File: config.mk
export PLATFORM = sky130hd
export DESIGN_NAME = lbp16_label_mapper_flat
export DESIGN_NICKNAME = d
export VERILOG_FILES = /design/src/rtl/lbp16_pkg.sv /design/src/rtl/lbp16_code_if.sv /design/src/rtl/lbp16_label_if.sv /design/src/rtl/lbp16_min_rot.sv /design/src/rtl/lbp16_uniform.sv /design/src/rtl/lbp16_label_mapper.sv /design/src/flat_wrapper.sv
export SDC_FILE = /design/constraint.sdc
export NUM_CORES = 1
export LEC_CHECK = 0
export BUFFER_PORTS_ARGS = -buffer_cell sky130_fd_sc_hd__buf_2
export CAP_MARGIN = 15
export CORE_MARGIN = 2
export CORE_UTILIZATION = 35
export DETAILED_ROUTE_END_ITERATION = 8
export SLEW_MARGIN = 25
export SYNTH_ARGS = -nofsm -noshare
export SYNTH_HDL_FRONTEND = slang
export SYNTH_SLANG_ARGS = --single-unit
File: constraint.sdc
create_clock -name clk -period 21.2 [get_ports clk]
set_input_delay 4.24 -clock clk [delete_from_list [all_inputs] [get_ports clk]]
set_output_delay 4.24 -clock clk [all_outputs]
set_load 0.05 [all_outputs]
File: src/rtl/lbp16_pkg.sv
// shared types, mode codes and helper functions for the lbp16 label mapper
package lbp16_pkg;

  localparam int CODE_W  = 16;
  localparam int MODE_W  = 2;
  localparam int ONES_W  = $clog2(CODE_W + 1);
  localparam int POS_W   = $clog2(CODE_W);
  localparam int ULBL_W  = 8;

  // uniform label of the all-ones code, one past the last run label
  localparam logic [ULBL_W-1:0] UNI_ALL_ONES = 8'd242;
  localparam logic [ULBL_W-1:0] UNI_RUN_BASE = 8'd2;

  typedef logic [CODE_W-1:0] code_t;

  typedef enum logic [MODE_W-1:0] {
    MODE_PLAIN   = 2'd0,
    MODE_ROT_INV = 2'd1,
    MODE_UNIFORM = 2'd2,
    MODE_UNI_RI  = 2'd3
  } mode_t;

  typedef struct packed {
    logic              is_zero;
    logic              is_uniform;
    logic              is_all_ones;
    logic [ONES_W-1:0] ones;
    logic [ULBL_W-1:0] run_label;
  } uni_info_t;

  function automatic code_t rot_right(input code_t v, input logic [POS_W-1:0] r);
    logic [2*CODE_W-1:0] dbl;
    dbl = {v, v} >> r;
    return dbl[CODE_W-1:0];
  endfunction

  function automatic logic [ONES_W-1:0] pop_count(input code_t v);
    logic [ONES_W-1:0] n;
    n = '0;
    for (int i = 0; i < CODE_W; i++) begin
      n = n + ONES_W'(v[i]);
    end
    return n;
  endfunction

endpackage

File: src/rtl/lbp16_code_if.sv
// stream channel carrying one pattern code per beat
interface lbp16_code_if import lbp16_pkg::*; ();
  logic  valid;
  logic  ready;
  code_t pattern_code;

  modport source (output valid, output pattern_code, input ready);
  modport sink (input valid, input pattern_code, output ready);
endinterface

File: src/rtl/lbp16_label_if.sv
// stream channel carrying one mapped label per beat
interface lbp16_label_if import lbp16_pkg::*; ();
  logic  valid;
  logic  ready;
  code_t label;

  modport source (output valid, output label, input ready);
  modport sink (input valid, input label, output ready);
endinterface

File: src/rtl/lbp16_min_rot.sv
// smallest circular rotation of a code through a four-level compare tree
module lbp16_min_rot import lbp16_pkg::*; (
  input  code_t code,
  output code_t min_code
);

  localparam int LVLS = $clog2(CODE_W);

  code_t lvl [0:LVLS][0:CODE_W-1];

  always_comb begin
    for (int l = 0; l <= LVLS; l++) begin
      for (int i = 0; i < CODE_W; i++) begin
        lvl[l][i] = '0;
      end
    end
    for (int i = 0; i < CODE_W; i++) begin
      lvl[0][i] = rot_right(code, POS_W'(i));
    end
    for (int l = 0; l < LVLS; l++) begin
      for (int i = 0; i < (CODE_W >> (l + 1)); i++) begin
        lvl[l+1][i] = (lvl[l][2*i+1] < lvl[l][2*i]) ? lvl[l][2*i+1] : lvl[l][2*i];
      end
    end
  end

  assign min_code = lvl[LVLS][0];

endmodule

File: src/rtl/lbp16_uniform.sv
// uniformity test, ones count and run label of a code
module lbp16_uniform import lbp16_pkg::*; (
  input  code_t     code,
  output uni_info_t info
);

  code_t             prev;
  code_t             run_start;
  logic [ONES_W-1:0] trans;
  logic [ONES_W-1:0] ones;
  logic [POS_W-1:0]  start_pos;
  logic [POS_W-1:0]  offset;
  logic [POS_W-1:0]  len_m1;

  // prev[i] holds the bit below i, circularly
  assign prev  = {code[CODE_W-2:0], code[CODE_W-1]};
  assign trans = pop_count(code ^ prev);
  assign ones  = pop_count(code);

  // a uniform run has exactly one rising edge, so an or-encode is enough
  assign run_start = code & ~prev;

  always_comb begin
    start_pos = '0;
    for (int i = 0; i < CODE_W; i++) begin
      start_pos = start_pos | (run_start[i] ? POS_W'(i) : '0);
    end
  end

  assign offset = POS_W'(0) - start_pos;
  assign len_m1 = POS_W'(ones - ONES_W'(1));

  assign info.is_zero     = (code == '0);
  assign info.is_all_ones = (code == '1);
  assign info.is_uniform  = (trans <= ONES_W'(2));
  assign info.ones        = ones;
  assign info.run_label   = {len_m1, offset} + UNI_RUN_BASE;

endmodule

File: src/rtl/lbp16_label_mapper.sv
// top level: input register, mapping logic and result register
// Maps one 16-bit local binary pattern code to a label under the mode held in a
// 2-bit register (0 plain, 1 rotation invariant, 2 uniform, 3 uniform rotation
// invariant). One code is taken per clock unless the output stalls, and each
// gives exactly one label: a code register and a result register surround the
// mapping logic, whose longest path is the 16-way minimum-rotation compare tree.
// The mode register may only be written while no code is in flight.
module lbp16_label_mapper import lbp16_pkg::*; (
  input  logic                clk,
  input  logic                rst,
  lbp16_code_if.sink          codes,
  lbp16_label_if.source       labels,
  input  logic                cfg_wr_en,
  input  logic [MODE_W-1:0]   cfg_wr_data
);

  mode_t     mapping_mode;
  logic      stage_valid;
  code_t     stage_code;
  logic      out_valid;
  code_t     label;
  code_t     label_next;
  code_t     min_code;
  uni_info_t uni;
  logic      out_free;

  lbp16_min_rot u_min_rot (
    .code     (stage_code),
    .min_code (min_code)
  );

  lbp16_uniform u_uniform (
    .code (stage_code),
    .info (uni)
  );

  assign out_free     = !out_valid || labels.ready;
  assign codes.ready  = !stage_valid || out_free;
  assign labels.valid = out_valid;
  assign labels.label = label;

  always_comb begin
    case (mapping_mode)
      MODE_PLAIN: begin
        label_next = stage_code;
      end
      MODE_ROT_INV: begin
        label_next = min_code;
      end
      MODE_UNIFORM: begin
        if (uni.is_zero) begin
          label_next = CODE_W'(1);
        end else if (!uni.is_uniform) begin
          label_next = '0;
        end else if (uni.is_all_ones) begin
          label_next = CODE_W'(UNI_ALL_ONES);
        end else begin
          label_next = CODE_W'(uni.run_label);
        end
      end
      MODE_UNI_RI: begin
        if (uni.is_zero) begin
          label_next = CODE_W'(1);
        end else if (!uni.is_uniform) begin
          label_next = '0;
        end else begin
          label_next = CODE_W'(uni.ones) + CODE_W'(1);
        end
      end
      default: begin
        label_next = stage_code;
      end
    endcase
  end

  always_ff @(posedge clk) begin
    if (rst) begin
      mapping_mode <= MODE_PLAIN;
      stage_valid  <= 1'b0;
      out_valid    <= 1'b0;
    end else begin
      if (cfg_wr_en) begin
        mapping_mode <= mode_t'(cfg_wr_data);
      end
      if (codes.ready) begin
        stage_valid <= codes.valid;
      end
      if (out_free) begin
        out_valid <= stage_valid;
      end
    end
  end

  // payload registers
  always_ff @(posedge clk) begin
    if (codes.valid && codes.ready) begin
      stage_code <= codes.pattern_code;
    end
    if (out_free && stage_valid) begin
      label <= label_next;
    end
  end

endmodule

File: src/flat_wrapper.sv
// flat-port wrapper written by rule: the top's interface ports become plain ports
module lbp16_label_mapper_flat import lbp16_pkg::*;
  (clk, rst, cfg_wr_en, cfg_wr_data, codes_valid, codes_pattern_code, codes_ready, labels_valid, labels_label, labels_ready);
  lbp16_code_if codes_i ();
  lbp16_label_if labels_i ();
  input  logic clk;
  input  logic rst;
  input  logic cfg_wr_en;
  input  logic [MODE_W-1:0] cfg_wr_data;
  input wire logic [$bits(codes_i.valid)-1:0] codes_valid;
  input wire logic [$bits(codes_i.pattern_code)-1:0] codes_pattern_code;
  output wire logic [$bits(codes_i.ready)-1:0] codes_ready;
  output wire logic [$bits(labels_i.valid)-1:0] labels_valid;
  output wire logic [$bits(labels_i.label)-1:0] labels_label;
  input wire logic [$bits(labels_i.ready)-1:0] labels_ready;
  assign codes_i.valid = codes_valid;
  assign codes_i.pattern_code = codes_pattern_code;
  assign codes_ready = codes_i.ready;
  assign labels_valid = labels_i.valid;
  assign labels_label = labels_i.label;
  assign labels_i.ready = labels_ready;
  lbp16_label_mapper u_core (.clk(clk), .rst(rst), .codes(codes_i), .labels(labels_i), .cfg_wr_en(cfg_wr_en), .cfg_wr_data(cfg_wr_data));
endmodule
==> run_results.csv <==
group,metric,value,unit
finish,drive_gt1_frac,0.09012,
grt,track_usage,0.2368,
worst_setup_path,crit_cells,35,
timing,drv_slew,0,
clocking,cts_resized,0,
synth,synth_edf_count,32,
worst_setup_path,reg2reg_from,"u_core.stage_code[11]",
worst_setup_path,crit_fanout,28,
timing,hold_ws,0.4937,ns
drt,postRouteAntennaNets,0,
timing,rsz0062_at_grt,"false",
synth,synth-seq-area-share,0.1108,
floorplanning,dieArea,28170,µm²
worst_setup_path,r2r_cells,35,
floorplanning,rows,59,
drt,drt-wirelength-per-cell,21.18,µm
synth,synth_compound_area_frac,0.2859,
synth,ys_types,86,
drt,routed_wl,33.89,mm
timing,post-route-period-util,0.5587,
drt,vias,9560,
worst_setup_path,cp_data_required_time,21.19,ns
placement,io_buffers,40,
synth,synth.area.top_cells,"ha_1 21%, edfxtp_1 10%, a21oi_1 8.1%",
grt,grt_pass1_wl,51.93,mm
timing,slew_headroom,0.2701,
clocking,hold_buffers,0,
clocking,cts.sinks,36,
grt,antenna_found_initial,0,
clocking,postCtsSetupRepairBufs,0,
worst_setup_path,r2r-end,"u_core.labels.label[5]",
synth,synth_most_common_cell,"ha_1",
synth,syn_nets,1464,
clocking,clk_latency,0.29,ns
drt,avgViaCountPerCell,5.975,
clocking,htreeDepth,2,
clocking,numCtsBuffers,5,
synth,synth_xor_area_frac,0.01119,
timing,fin_ws,9.357,ns
synth,synth_fa_ha_area_frac,0.2466,
worst_setup_path,r2r_setup_slack,9.36,ns
synth,synthTopCellsByCount,"154 x ha_1, 153 x a21oi_1, 141 x nor2_1",
grt,grt_max_degree,37,
worst_setup_path,crit_path_end_kind,"flip-flop",
timing,min_period,11.84,ns
drt,drtIter0Drc,971,
placement,pre_cts_slack,9.670,ns
placement,gp_congestion,0.9521,
synth,ys_warn_count,0,
finish,fin_cells,1600,
clocking,clockBufferDepth,2,
synth,synthSimpleGateAreaFrac,0.2003,
floorplanning,chipHeight,167.9,µm
timing,setup_viol,0,
power_and_ir_drop,leakagePower,4.659,nW
synth,syn_area,9397,µm²
drt,firstDrtPassIters,6,
worst_setup_path,cp_slowest_cell,"edfxtp_1",
worst_setup_path,cp-endpoint,"u_core.labels.label[5]",
min_path,hold_path_depth,2,
synth,synth_area_per_cell,7.410,µm²
drt,drc,0,
synth,synth_area_leader_cell,"ha_1",
clocking,path_clk_slew,0.06,ns
synth,synth_top_family_by_area,"compound AO/OA/AOI/OAI gates",
synth,ys_async_sr_fraction,0,
floorplanning,die_w,167.9,µm
worst_setup_path,cp-startpoint,"u_core.stage_code[11]",
clocking,cts_tree,"yes",
timing,fin_tns_setup,0,ns
min_path,min_path_type,"flip-flop to flip-flop",
timing,tightest_slew,1.067,ns
finish,area_growth,6.884,%
worst_setup_path,setup.worst_path.start_class,"flip-flop",
worst_setup_path,path_class,"flip-flop to flip-flop",
worst_setup_path,crit_family,"compound AO/OA/AOI/OAI gates",
placement,dp_cells,1591,
worst_setup_path,arrival,11.84,ns
grt,grt_pass1_vias,8987,
floorplanning,pin_count,41,
clocking,clockRootBuffer,"clkbuf_16",
synth,muxShareOfSynthArea,0.06644,
timing,hold_violations,0,
timing,fin_skew,0.009127,ns
floorplanning,initial_core_util,0.3586,
worst_setup_path,worst_path_most_repeated_cell,"a21o_1",
run_status,status,"finished, final reports clean",
worst_setup_path,critPathBufInv,1,
finish,nNetsFinal,1460,
timing,fmax,84.44,MHz
synth,synth_top_area_frac,0.2051,
synth,synth-main-ff-cell,"edfxtp_1",
floorplanning,core,26210,µm²
power_and_ir_drop,power_density,104.0,nW/µm²
finish,n_antenna_cell,0,
placement,hpwl,25.51,mm
worst_setup_path,max_stage_delay,0.90,ns
job,max_cap_viol_count,0,
synth,synth_seq_cells,36,
synth,synth_cells,1268,
power_and_ir_drop,max-vdd-ir-drop,0.00005933,V
grt,gr-total-overflow,0,
registers in the layout, summed over array words and instances, names as in the netlist:
name                 flops
u_core.labels.label     16
u_core.labels.valid      1
u_core.stage_valid       1
u_core.mapping_mode      2
u_core.stage_code       16
kinds of logic after synthesis:
kind of cell	after synthesis
muxes	61
xor gates and xnor gates	12
DFF	36
buffers and inverters	189
adders and majority gates	174
and+or+nand+nor	389
AOI/OAI and AO/OA	407
where the power goes:
| part | internal, mW | leakage (nW) | switching, mW | total, mW |
|---|---|---|---|---|
| clock | 0.0436 | 0.0679 | 0.0324 | 0.0760 |
| combinational | 0.333 | 4.25 | 0.542 | 0.875 |
| sequential | 0.0871 | 0.341 | 0.00676 | 0.0938 |
worst min-delay path by stage:
stage / start / endpoint
6_report: u_core.mapping_mode[0] / u_core.mapping_mode[0]
3_5_place_dp: u_core.mapping_mode[0] / u_core.mapping_mode[0]
3_3_place_gp: u_core.mapping_mode[0] / u_core.mapping_mode[0]
5_1_grt: u_core.mapping_mode[0] / u_core.mapping_mode[0]
4_1_cts: u_core.mapping_mode[0] / u_core.mapping_mode[0]
2_1_floorplan: u_core.stage_valid / u_core.labels.valid
area by class of cell:
type / count / area [µm²]
inverters: 113 / 424.2
flip-flops and latches: 36 / 1041
clock inverters: 1 / 5.005
repair buffers: 65 / 391.6
multi-input cells: 1043 / 7630
fillers: 2657 / 16160
well taps: 335 / 419.2
clock buffers: 7 / 132.6
cell usage in the layout, fill, tap and decap left out, drive strengths merged, types with 24 or more instances in the layout:
cell type and n:
a21o 29, a21oi 159, buf 65, edfxtp 32, ha 154, inv 106
mux2i 53, nand2 68, nand3 25, nand4 33, nor2 141, nor2b 29
nor3 31, o21a 24, o21ai 79
worst register-to-register path, delay by kind of cell (launching register included):
kind / cells / cell delay, ns
AO/OA/AOI/OAI: 23 / 5.99
AND/OR/NAND/NOR: 5 / 1.70
adder cells (fa/ha/maj): 4 / 1.47
flip-flops: 1 / 0.90
multiplexers: 2 / 0.75
buffers and inverters: 1 / 0.73
through the flow:
| stage | area (µm²) | utilization | power (mW) |
|---|---|---|---|
| floorplan | 9397 | - | 0.7499 |
| global placement | 9887 | 0.3773 | 0.9401 |
| detailed placement | 9894 | 0.3776 | 0.9500 |
| CTS | 10030 | 0.3828 | 1.031 |
| global route | 10040 | 0.3832 | 1.148 |
| finish | 10040 | 0.3832 | 1.045 |
per-layer routing:
| layer | share of wire | global-route usage |
|---|---|---|
| met5 | 0 | 0 |
| met4 | 0.058 | 0.1338 |
| met3 | 0.062 | 0.02069 |
| met2 | 0.45 | 0.3868 |
| met1 | 0.43 | 0.3081 |
(Power assumes the default switching activity.)
